<file path="src/rtl/nearest_table_value_coder_assert.svh">
// ---------------------------------------------------------------------------
// Nearest table value coder: assertion macros
// Shared concurrent check forms. They expect clk and rst in scope.
// ---------------------------------------------------------------------------
`ifndef NEAREST_TABLE_VALUE_CODER_ASSERT_SVH
`define NEAREST_TABLE_VALUE_CODER_ASSERT_SVH

// Consequent must hold in the same cycle as the antecedent.
`define NTVC_ASSERT_SAME(lbl, ante, cons, msg) \
  lbl: assert property (@(posedge clk) disable iff (rst) (ante) |-> (cons)) \
    else $error(msg);

// Consequent must hold in the cycle after the antecedent.
`define NTVC_ASSERT_NEXT(lbl, ante, cons, msg) \
  lbl: assert property (@(posedge clk) disable iff (rst) (ante) |=> (cons)) \
    else $error(msg);

`endif

</file>
<file path="src/rtl/ntvc_pkg.sv">
// ---------------------------------------------------------------------------
// ntvc_pkg
// Shared codes and controller/datapath interface types.
// ---------------------------------------------------------------------------
`timescale 1ns / 1ps

package ntvc_pkg;

  // table entry width
  localparam int VALUE_BITS = 16;

  // transaction kinds
  localparam logic [1:0] OP_LOAD = 2'd0;
  localparam logic [1:0] OP_ENC  = 2'd1;
  localparam logic [1:0] OP_DEC  = 2'd2;

  // result status
  localparam logic [1:0] ST_OK      = 2'd0;
  localparam logic [1:0] ST_NO_MARK = 2'd1;
  localparam logic [1:0] ST_RANGE   = 2'd2;

  localparam logic [7:0] VALID_MARK = 8'h80;
  localparam logic [7:0] INDEX_MASK = 8'h7F;

  // table read address select
  typedef logic [2:0] rd_sel_t;
  localparam rd_sel_t RD_ZERO = 3'd0;
  localparam rd_sel_t RD_LO   = 3'd1;
  localparam rd_sel_t RD_HI   = 3'd2;
  localparam rd_sel_t RD_MID  = 3'd3;
  localparam rd_sel_t RD_CODE = 3'd4;

  typedef struct packed {
    logic    capture;
    logic    wr;
    logic    rd_en;
    rd_sel_t rd_sel;
    logic    set_lo;
    logic    take_lo;
    logic    take_hi;
    logic    take_mid;
    logic    pick_lo;
    logic    pick_hi;
    logic    pick_near;
    logic    out_load;
  } cmd_t;

  typedef struct packed {
    logic lt;        // search value below table read data
    logic gt;        // search value above table read data
    logic span_gt1;  // hi - lo > 1
  } stat_t;

endpackage

</file>
<file path="src/rtl/nearest_table_value_coder.sv">
// Encode probes entry 0, then the low and high ends of the searched range; it stops there
// when the value is below the low end or above the high end, else it runs mid probes
// (at most 7 for 128 entries). Load does one write, decode one read.
// One transaction at a time; the next is accepted the cycle after the result
// is registered. Table probes share the RAM's single registered read port.
// Reset (rst, synchronous): idle, no result pending, table_size = 1; table not cleared.
// ---------------------------------------------------------------------------
// nearest_table_value_coder
// Sorted resolution table with nearest-value encode and code decode.
// ---------------------------------------------------------------------------
`timescale 1ns / 1ps

module nearest_table_value_coder #(
  parameter int MAX_ENTRIES = 128
) (
  input  logic        clk,
  input  logic        rst,
  // configuration: table_size
  input  logic        cfg_we,
  input  logic [7:0]  cfg_wdata,
  // input channel
  input  logic        in_valid,
  output logic        in_stall,
  input  logic [1:0]  op,
  input  logic [6:0]  entry_index,
  input  logic [15:0] entry_value,
  input  logic [15:0] dpi,
  input  logic [7:0]  code,
  // output channel
  output logic        out_valid,
  input  logic        out_stall,
  output logic [7:0]  code_out,
  output logic [15:0] value_out,
  output logic [1:0]  status
);

  ntvc_pkg::cmd_t  cmd;
  ntvc_pkg::stat_t st;
  logic            busy;
  logic            in_accept;

  // A transaction enters only while the sequencer is idle; a finished result
  // sits in the output register so the next transaction can start meanwhile.
  assign in_stall  = busy;
  assign in_accept = in_valid && !busy;

  // Sequencer: load writes one entry, decode does one read, encode runs the
  // bracketed binary search (first entry, zero skip, end clamps, mid probes).
  ntvc_ctrl u_ctrl (
    .clk       (clk),
    .rst       (rst),
    .in_accept (in_accept),
    .op        (op),
    .out_stall (out_stall),
    .st        (st),
    .cmd       (cmd),
    .busy      (busy),
    .out_valid (out_valid)
  );

  // Datapath owns the table RAM, size register, bounds and result registers.
  ntvc_dp #(
    .MAX_ENTRIES (MAX_ENTRIES)
  ) u_dp (
    .clk         (clk),
    .rst         (rst),
    .cmd         (cmd),
    .st          (st),
    .cfg_we      (cfg_we),
    .cfg_wdata   (cfg_wdata),
    .op          (op),
    .entry_index (entry_index),
    .entry_value (entry_value),
    .dpi         (dpi),
    .code        (code),
    .code_out    (code_out),
    .value_out   (value_out),
    .status      (status)
  );

endmodule

</file>
<file path="src/rtl/ntvc_ram.sv">
// ---------------------------------------------------------------------------
// ntvc_ram
// Generic single write port / single read port RAM, registered read.
// ---------------------------------------------------------------------------
`timescale 1ns / 1ps

module ntvc_ram #(
  parameter int WIDTH = 16,
  parameter int DEPTH = 128
) (
  input  logic                     clk,
  input  logic                     we,
  input  logic [$clog2(DEPTH)-1:0] waddr,
  input  logic [WIDTH-1:0]         wdata,
  input  logic                     re,
  input  logic [$clog2(DEPTH)-1:0] raddr,
  output logic [WIDTH-1:0]         rdata
);

  logic [WIDTH-1:0] mem [DEPTH];

  always_ff @(posedge clk) begin
    if (we) begin
      mem[waddr] <= wdata;
    end
    if (re) begin
      rdata <= mem[raddr];
    end
  end

endmodule

</file>
<file path="src/rtl/ntvc_ctrl.sv">
// ---------------------------------------------------------------------------
// ntvc_ctrl
// Sequencer: one transaction at a time, binary search probe loop,
// output register handshake.
// ---------------------------------------------------------------------------
`timescale 1ns / 1ps
`include "nearest_table_value_coder_assert.svh"

module ntvc_ctrl (
  input  logic           clk,
  input  logic           rst,
  input  logic           in_accept,
  input  logic [1:0]     op,
  input  logic           out_stall,
  input  ntvc_pkg::stat_t st,
  output ntvc_pkg::cmd_t  cmd,
  output logic           busy,
  output logic           out_valid
);

  localparam logic [3:0] S_IDLE = 4'd0;
  localparam logic [3:0] S_WR   = 4'd1;
  localparam logic [3:0] S_RDC  = 4'd2;
  localparam logic [3:0] S_RD0  = 4'd3;
  localparam logic [3:0] S_E0   = 4'd4;
  localparam logic [3:0] S_RDLO = 4'd5;
  localparam logic [3:0] S_ELO  = 4'd6;
  localparam logic [3:0] S_RDHI = 4'd7;
  localparam logic [3:0] S_EHI  = 4'd8;
  localparam logic [3:0] S_LOOP = 4'd9;
  localparam logic [3:0] S_EMID = 4'd10;
  localparam logic [3:0] S_FIN  = 4'd11;

  logic [3:0] state;
  logic [3:0] state_next;

  always_comb begin
    cmd        = '0;
    state_next = state;
    case (state)
      S_IDLE: begin
        if (in_accept) begin
          cmd.capture = 1'b1;
          case (op)
            ntvc_pkg::OP_LOAD: state_next = S_WR;
            ntvc_pkg::OP_ENC:  state_next = S_RD0;
            ntvc_pkg::OP_DEC:  state_next = S_RDC;
            default:           state_next = S_FIN;
          endcase
        end
      end
      S_WR: begin
        cmd.wr     = 1'b1;
        state_next = S_FIN;
      end
      S_RDC: begin
        cmd.rd_en  = 1'b1;
        cmd.rd_sel = ntvc_pkg::RD_CODE;
        state_next = S_FIN;
      end
      S_RD0: begin
        cmd.rd_en  = 1'b1;
        cmd.rd_sel = ntvc_pkg::RD_ZERO;
        state_next = S_E0;
      end
      S_E0: begin
        cmd.set_lo = 1'b1;
        state_next = S_RDLO;
      end
      S_RDLO: begin
        cmd.rd_en  = 1'b1;
        cmd.rd_sel = ntvc_pkg::RD_LO;
        state_next = S_ELO;
      end
      S_ELO: begin
        cmd.take_lo = 1'b1;
        if (st.lt) begin
          cmd.pick_lo = 1'b1;
          state_next  = S_FIN;
        end else begin
          state_next  = S_RDHI;
        end
      end
      S_RDHI: begin
        cmd.rd_en  = 1'b1;
        cmd.rd_sel = ntvc_pkg::RD_HI;
        state_next = S_EHI;
      end
      S_EHI: begin
        cmd.take_hi = 1'b1;
        if (st.gt) begin
          cmd.pick_hi = 1'b1;
          state_next  = S_FIN;
        end else begin
          state_next  = S_LOOP;
        end
      end
      S_LOOP: begin
        if (st.span_gt1) begin
          cmd.rd_en  = 1'b1;
          cmd.rd_sel = ntvc_pkg::RD_MID;
          state_next = S_EMID;
        end else begin
          cmd.pick_near = 1'b1;
          state_next    = S_FIN;
        end
      end
      S_EMID: begin
        cmd.take_mid = 1'b1;
        state_next   = S_LOOP;
      end
      S_FIN: begin
        if (!out_valid || !out_stall) begin
          cmd.out_load = 1'b1;
          state_next   = S_IDLE;
        end
      end
      default: begin
        state_next = S_IDLE;
      end
    endcase
  end

  always_ff @(posedge clk) begin
    if (rst) begin
      state     <= S_IDLE;
      out_valid <= 1'b0;
    end else begin
      state <= state_next;
      if (cmd.out_load) begin
        out_valid <= 1'b1;
      end else if (!out_stall) begin
        out_valid <= 1'b0;
      end
    end
  end

  assign busy = (state != S_IDLE);

  `NTVC_ASSERT_NEXT(a_busy_after_accept, in_accept, state != S_IDLE, "accept left block idle")
  `NTVC_ASSERT_SAME(a_no_overwrite, cmd.out_load, !out_valid || !out_stall, "result overwritten")
  `NTVC_ASSERT_NEXT(a_fin_hold, state == S_FIN && out_valid && out_stall,
    state == S_FIN && out_valid, "finish left while output stalled")

endmodule

</file>
<file path="src/rtl/ntvc_dp.sv">
// ---------------------------------------------------------------------------
// ntvc_dp
// Datapath: table RAM, size register, search bounds, result registers.
// ---------------------------------------------------------------------------
`timescale 1ns / 1ps
`include "nearest_table_value_coder_assert.svh"

module ntvc_dp #(
  parameter int MAX_ENTRIES = 128
) (
  input  logic            clk,
  input  logic            rst,
  input  ntvc_pkg::cmd_t  cmd,
  output ntvc_pkg::stat_t st,
  input  logic            cfg_we,
  input  logic [7:0]      cfg_wdata,
  input  logic [1:0]      op,
  input  logic [6:0]      entry_index,
  input  logic [15:0]     entry_value,
  input  logic [15:0]     dpi,
  input  logic [7:0]      code,
  output logic [7:0]      code_out,
  output logic [15:0]     value_out,
  output logic [1:0]      status
);

  localparam int VALUE_BITS = ntvc_pkg::VALUE_BITS;
  localparam int IW = $clog2(MAX_ENTRIES);
  localparam int EW = IW + 1;

  logic [7:0]            table_size;
  logic [EW-1:0]         eff;
  logic [1:0]            op_r;
  logic [6:0]            idx_r;
  logic [VALUE_BITS-1:0] ev_r;
  logic [VALUE_BITS-1:0] v_r;
  logic [7:0]            code_r;
  logic [IW-1:0]         lo;
  logic [IW-1:0]         hi;
  logic [IW-1:0]         pick;
  logic [VALUE_BITS-1:0] e_lo;
  logic [VALUE_BITS-1:0] e_hi;
  logic [EW-1:0]         bsum;
  logic [IW-1:0]         mid;
  logic [7:0]            code_idx;
  logic [VALUE_BITS-1:0] dlo;
  logic [VALUE_BITS-1:0] dhi;
  logic                  ram_we;
  logic [IW-1:0]         raddr;
  logic [VALUE_BITS-1:0] rdata;
  logic [7:0]            code_out_next;
  logic [15:0]           value_out_next;
  logic [1:0]            status_next;

  // effective size: clamp to 1..MAX_ENTRIES
  always_comb begin
    if (table_size == 8'd0) begin
      eff = EW'(1);
    end else if ({1'b0, table_size} > 9'(MAX_ENTRIES)) begin
      eff = EW'(MAX_ENTRIES);
    end else begin
      eff = EW'(table_size);
    end
  end

  always_ff @(posedge clk) begin
    if (rst) begin
      table_size <= 8'd1;
    end else if (cfg_we) begin
      table_size <= cfg_wdata;
    end
  end

  assign bsum     = {1'b0, lo} + {1'b0, hi};
  assign mid      = bsum[IW:1];
  assign code_idx = code_r & ntvc_pkg::INDEX_MASK;

  always_comb begin
    case (cmd.rd_sel)
      ntvc_pkg::RD_ZERO: raddr = '0;
      ntvc_pkg::RD_LO:   raddr = lo;
      ntvc_pkg::RD_HI:   raddr = hi;
      ntvc_pkg::RD_MID:  raddr = mid;
      ntvc_pkg::RD_CODE: raddr = code_idx[IW-1:0];
      default:           raddr = '0;
    endcase
  end

  assign ram_we = cmd.wr && ({1'b0, idx_r} < 8'(MAX_ENTRIES));

  ntvc_ram #(
    .WIDTH (VALUE_BITS),
    .DEPTH (MAX_ENTRIES)
  ) u_table (
    .clk   (clk),
    .we    (ram_we),
    .waddr (idx_r[IW-1:0]),
    .wdata (ev_r),
    .re    (cmd.rd_en),
    .raddr (raddr),
    .rdata (rdata)
  );

  assign st.lt       = (v_r < rdata);
  assign st.gt       = (v_r > rdata);
  assign st.span_gt1 = ({1'b0, hi} > ({1'b0, lo} + EW'(1)));

  // distances to the two bracketing entries
  assign dlo = (v_r >= e_lo) ? (v_r - e_lo) : (e_lo - v_r);
  assign dhi = (e_hi >= v_r) ? (e_hi - v_r) : (v_r - e_hi);

  // result fields for the finished transaction
  always_comb begin
    code_out_next  = 8'd0;
    value_out_next = 16'd0;
    status_next    = ntvc_pkg::ST_OK;
    case (op_r)
      ntvc_pkg::OP_ENC: begin
        code_out_next = ntvc_pkg::VALID_MARK | 8'(pick);
      end
      ntvc_pkg::OP_DEC: begin
        if (code_r != 8'd0) begin
          if ((code_r & ntvc_pkg::VALID_MARK) == 8'd0) begin
            status_next = ntvc_pkg::ST_NO_MARK;
          end else if (code_idx >= 8'(eff)) begin
            status_next = ntvc_pkg::ST_RANGE;
          end else begin
            value_out_next = 16'(rdata);
          end
        end
      end
      default: begin
        code_out_next = 8'd0;
      end
    endcase
  end

  always_ff @(posedge clk) begin
    if (cmd.capture) begin
      op_r   <= op;
      idx_r  <= entry_index;
      ev_r   <= VALUE_BITS'(entry_value);
      v_r    <= VALUE_BITS'(dpi);
      code_r <= code;
      lo     <= '0;
      hi     <= IW'(eff - EW'(1));
    end
    // zero first entry is skipped when more than one entry is in use
    if (cmd.set_lo) begin
      lo <= (hi != '0 && rdata == '0) ? IW'(1) : '0;
    end
    if (cmd.take_lo) begin
      e_lo <= rdata;
    end
    if (cmd.take_hi) begin
      e_hi <= rdata;
    end
    if (cmd.take_mid) begin
      if (st.lt) begin
        hi   <= mid;
        e_hi <= rdata;
      end else begin
        lo   <= mid;
        e_lo <= rdata;
      end
    end
    if (cmd.pick_lo) begin
      pick <= lo;
    end
    if (cmd.pick_hi) begin
      pick <= hi;
    end
    if (cmd.pick_near) begin
      pick <= (dhi < dlo) ? hi : lo;  // tie goes to lower index
    end
    if (cmd.out_load) begin
      code_out  <= code_out_next;
      value_out <= value_out_next;
      status    <= status_next;
    end
  end

  `NTVC_ASSERT_SAME(a_mid_span, cmd.rd_en && cmd.rd_sel == ntvc_pkg::RD_MID,
    st.span_gt1, "mid probe without open interval")
  `NTVC_ASSERT_NEXT(a_mid_order, cmd.take_mid, lo < hi, "search bounds crossed")
  `NTVC_ASSERT_NEXT(a_enc_mark, cmd.out_load && op_r == ntvc_pkg::OP_ENC,
    code_out[7] && status == ntvc_pkg::ST_OK, "encode result lacks valid mark")

endmodule

</file>
<file path="config.mk">
export PLATFORM = sky130hd
export DESIGN_NAME = nearest_table_value_coder
export DESIGN_NICKNAME = d
export VERILOG_FILES = /design/src/rtl/ntvc_pkg.sv /design/src/rtl/nearest_table_value_coder.sv /design/src/rtl/ntvc_ram.sv /design/src/rtl/ntvc_ctrl.sv /design/src/rtl/ntvc_dp.sv
export VERILOG_INCLUDE_DIRS = /design/src /design/src/rtl
export SDC_FILE = /design/constraint.sdc
export NUM_CORES = 2
export LEC_CHECK = 0
export BUFFER_PORTS_ARGS = -buffer_cell sky130_fd_sc_hd__buf_2
export CAP_MARGIN = 0
export CORE_UTILIZATION = 45
export DETAILED_ROUTE_END_ITERATION = 16
export REMOVE_ABC_BUFFERS = 1
export SYNTH_ARGS = -nofsm -noshare
export SYNTH_HDL_FRONTEND = slang
export SYNTH_SLANG_ARGS = --single-unit
</file>
<file path="constraint.sdc">
create_clock -name clk -period 6.9 [get_ports clk]
set_clock_uncertainty 0.15 [all_clocks]
set_input_delay 1.035 -clock clk [delete_from_list [all_inputs] [get_ports clk]]
set_output_delay 1.035 -clock clk [all_outputs]
set_load 0.03 [all_outputs]
</file>
==> reports/results.txt <==
For the number of antenna violations at the first check in global routing, the log shows 14. For flop-to-flop paths, the worst setup slack is 0.90 ns. The fraction of final layout cells with drive strength greater than 1 is 13.8%. The logs give 164 for the row count and 0 for the yosys synthesis warning count. In the final design database the tool counted 6,901 nets. The final instance area is 0.103 sq mm. Across every metal layer, demand over resource in global routing totals 27.3%. The part of the total power dissipated in combinational logic was 28.6%; the share of the cycle needed by the critical path after routing was 86.9%.

The clock net in this run drives a total of 2,205 sinks. Mean cell area of the mapped netlist: 14.1 sq um. The fraction of the yosys area taken by sequential cells was 72.0%. The tools report the total negative slack as 0 ns. Ranked by total cell area, the synthesized netlist is headed by edfxtp_1 71%, nand2_1 5.1%, mux4_2 2.9%, nand3_1 2.3%, a21oi_1 1.9%. The type of element launching the critical path is a flop.

The remaining number of nets flagged by the antenna check after routing came out at 0. The tools report the leakage power of the design as 35.0 nW. In this run the biggest area consumer among cell types represents 70.7% of the synthesized area.

The number of hold-slack violations in the final timing report was 0. The worst pin sits at a relative slew slack of 12.8%. Instance count along the most critical hold path: 1. The area growth from synthesis to layout is 13.4%.

For this run, the top clock speed supported by timing is 0.167 GHz. The number of setup buffers added after CTS is 0. The first TritonRoute pass finished after 8 iterations. The final period demand of the worst path was 6.00 ns. In this run the vertical extent of the chip is 452 microns. The master cell of the clock root buffer was clkbuf_16. The total overflow left after global routing is 0. The number of failing setup endpoints in the final timing report was 0; the transition time at the pin with the least slew margin was 1.31 ns.

The logs give 0 for the count of final max-slew check failures and 0.90 ns for the clock insertion delay at the later pin of the skew report. The met2 usage came out at 43.5%. The synthesized design contains 2,146 enable-type register cells. The run gives 7.36 ns as the worst endpoint required time. Entering global routing, the biggest net connects 97 pins. For the worst flop-to-flop path, the logic depth is 17. In this run the critical register-to-register path is launched from u_dp.lo[4]$_DFF_P_. Buffers inserted during clock tree synthesis total 219.

Cell internal power was estimated by the tool at 26.3 mW. Setup repair after global routing left no endpoint under its margin. After synthesis, the share of flip-flops with an asynchronous set or reset is 0%. For met1 alone, demand over resource in global routing was 37.4%. The worst hold path begins at entry_index[5].

The tools report the violation count after the first detailed-routing iteration as 8,155. In the final routed layout, each cell accounts on average for 29.7 microns. The wire length of the first global-routing pass was 403,000 microns; the data arrival time of the critical path was 6.45 ns. The flow ran to the end, and the final reports show no timing, DRC or antenna violations. In this run switching power makes up 34.1% of total power.

The global routing stage identified its most utilized layer as met2. Hold repair after CTS inserted 0 buffers. The core area is 0.200 sq mm, and the total die area is 0.204 sq mm.

Input and output buffers added on the ports amount to 89. The synthesized design contains 2,205 register bits. The worst hold path belongs to the class in -> reg. The biggest fanout along the worst timing path is 80. End of the worst register-to-register path: u_dp.u_table.rdata[2]$_DFFE_PP_.

The starting utilization of the core area came out at 45.5%. After detailed routing, the total wire length is 284,000 microns. Measured along the x axis, the die boundary spans 452 microns. The logs give 90 for the I/O pin count and 0 for the count of cells resized by post-cts repair. The post-synthesis instance total was 6,445. The wire-length estimate of the detail-placed layout is 179,000 microns. The maximum count of clock buffers along a single path was 3; the count of different cell masters after synthesis was 85. VDD sags by at most 0.285 mV. The relative contribution of the clock network to total power was 30.4%. The run gives 0 as the reported max-cap violation count. The worst hold path terminates at u_dp.idx_r[5]$_DFFE_PP_. CTS H-tree depth: 4. The synthesized design spends more area on one cell type than any other, namely edfxtp_1. After clock tree synthesis, the clock-pin slew on the worst setup and hold paths is 0.06 ns.

The number of global-route vias before repair was 55.3k; the routability-driven placement congestion ratio was 0.955. The critical setup path kind was reg -> reg. The run gives 13.6 mW as the switching power.

The most used flip-flop cell after synthesis is edfxtp_1. TritonCTS built the clock tree. The total cell area at the placement stage is 0.0961 sq mm. STA classifies the critical path endpoint as a flop. Sequential cells account for 41.0% of the total power. The total power per unit cell area is 386 mW/mm^2, and the synthesized area is 0.0911 sq mm. The logs give 0 for the DRC violation count after routing and 58.5k for the via total after detailed routing.

The global routing usage on met3 is 4.94%, and the vias per cell is 6.12.
-- layout by cell type, fill, tap and decap left out, types with 23 or more instances in the layout --
cell / count
edfxtp_1: 2146
nand2_1: 1248
nand3_1: 423
a21oi_1: 354
buf_4: 333
clkbuf_16: 219
nor2_1: 201
mux2i_1: 144
mux4_2: 117
a211oi_1: 116
ha_1: 116
a31oi_1: 110
and3_1: 109
inv_1: 93
buf_2: 89
o21ai_0: 80
a22oi_1: 65
a21o_1: 64
nor3_1: 61
a311oi_1: 59
dfxtp_1: 59
clkbuf_1: 48
clkinv_1: 44
clkinv_2: 39
a32oi_1: 38
nand4_1: 37
a221oi_1: 35
o22ai_1: 33
bufinv_16: 26
buf_12: 26
o311ai_0: 23
-- kinds of logic after synthesis --
group	Yosys count	synth area share, %
buffers and inverters	490	2.65
AO/OA/AOI/OAI	1106	8.08
flip-flops	2205	72.0
multiplexers	271	4.60
XOR/XNOR	39	0.375
AND/OR/NAND/NOR	2213	10.6
adder cells (fa/ha/maj)	121	1.70
-- area by class of cell --
cell class,instances,area (sq um)
flip-flops and latches,2205,65600
inverters,94,353
multi-input cells,3750,23300
diodes,3,7.51
clock inverters,135,1620
well taps,2656,3320
repair buffers,448,3470
fillers,16600,97100
clock buffers,269,5690
-- flip-flops by register name, indices dropped and copies added, names as in the netlist, 2 cells and up --
signal and flops:
u_dp.u_table.mem 2048, u_dp.e_hi 16, u_dp.e_lo 16, u_dp.ev_r 16
u_dp.u_table.rdata 16, u_dp.v_r 16, u_dp.value_out 16, u_dp.code_out 8
u_dp.code_r 8, u_dp.table_size 8, u_dp.hi 7, u_dp.idx_r 7
u_dp.lo 7, u_dp.pick 7, u_ctrl.state 4, u_dp.op_r 2
u_dp.status 2
-- how the worst max path moves through the flow --
stage | startpoint | to | slack, ns | cells past startpoint
after floorplan | u_dp.lo[1]$_DFF_P_ | u_dp.u_table.rdata[3]$_DFFE_PP_ | -13.44 | 14
after global placement | u_dp.v_r[0]$_DFFE_PP_ | u_dp.pick[5]$_DFFE_PP_ | 0.97 | 20
after detailed placement | u_dp.lo[0]$_DFF_P_ | u_dp.u_table.rdata[2]$_DFFE_PP_ | 1.01 | 17
after CTS | u_dp.v_r[0]$_DFFE_PP_ | u_dp.pick[4]$_DFFE_PP_ | 0.99 | 20
after global routing | u_dp.v_r[1]$_DFFE_PP_ | u_dp.pick[3]$_DFFE_PP_ | 0.59 | 17
final | u_dp.lo[4]$_DFF_P_ | u_dp.u_table.rdata[2]$_DFFE_PP_ | 0.90 | 17
-- routing by layer --
metal,routed length [microns],up-vias
li1,-,25100
met1,112000,29700
met2,133000,3148
met3,26900,578
met4,11600,13
met5,147,-
-- cell usage after synthesis (all sizes together), types with 20 or more instances --
cell type  number
a22oi          65
nor2          227
a311oi         59
ha            116
nor4           20
xnor2          22
clkbuf        135
a21oi         356
buf           261
a31oi         110
nand3         423
and3          109
dfxtp          59
o21ai          88
inv            94
a211oi        116
a32oi          38
a221oi         36
edfxtp       2146
o311ai         24
nand4          37
mux4          117
nor3           62
a21o           64
mux2i         144
nand2        1250
o22ai          33
-- worst max-delay path, stage by stage, from the launching register on --
cell and delay, ns:
dfxtp_1 0.54, and3_1 0.24, nand3_1 0.09, xor2_1 0.16, ha_1 0.30, and3_1 0.22, a221o_1 0.40, o211ai_1 0.22
buf_4 0.35, and2_4 0.44, buf_12 0.30, buf_12 0.39, buf_4 0.34, nand3_1 0.10, a32oi_1 0.70, nand2_1 0.26
o21ai_0 0.33, o22ai_1 0.15
-- per-stage QoR --
stage,worst slack [ns],hold slack (ns),cells,utilization (%),power [mW]
after CTS,0.994,0.122,9557,51.6,39.8
final,0.905,0.165,9560,51.6,39.9
after global placement,0.966,0.318,9153,47.9,27.9
after floorplan,-13.44,0.295,6049,-,24.1
after global routing,0.594,0.136,9557,51.6,41.3
after detailed placement,1.01,0.325,9153,47.9,27.8
-- power by group through the flow --
stage | clock network (mW) | logic, mW | registers, mW
6_report | 12.1 | 11.4 | 16.4
5_1_grt | 12.7 | 12.2 | 16.4
4_1_cts | 12.2 | 11.3 | 16.3
3_5_place_dp | 0 | 11.2 | 16.6
3_3_place_gp | 0 | 11.2 | 16.6
2_1_floorplan | 0 | 7.23 | 16.8
(Power assumes the default switching activity.)
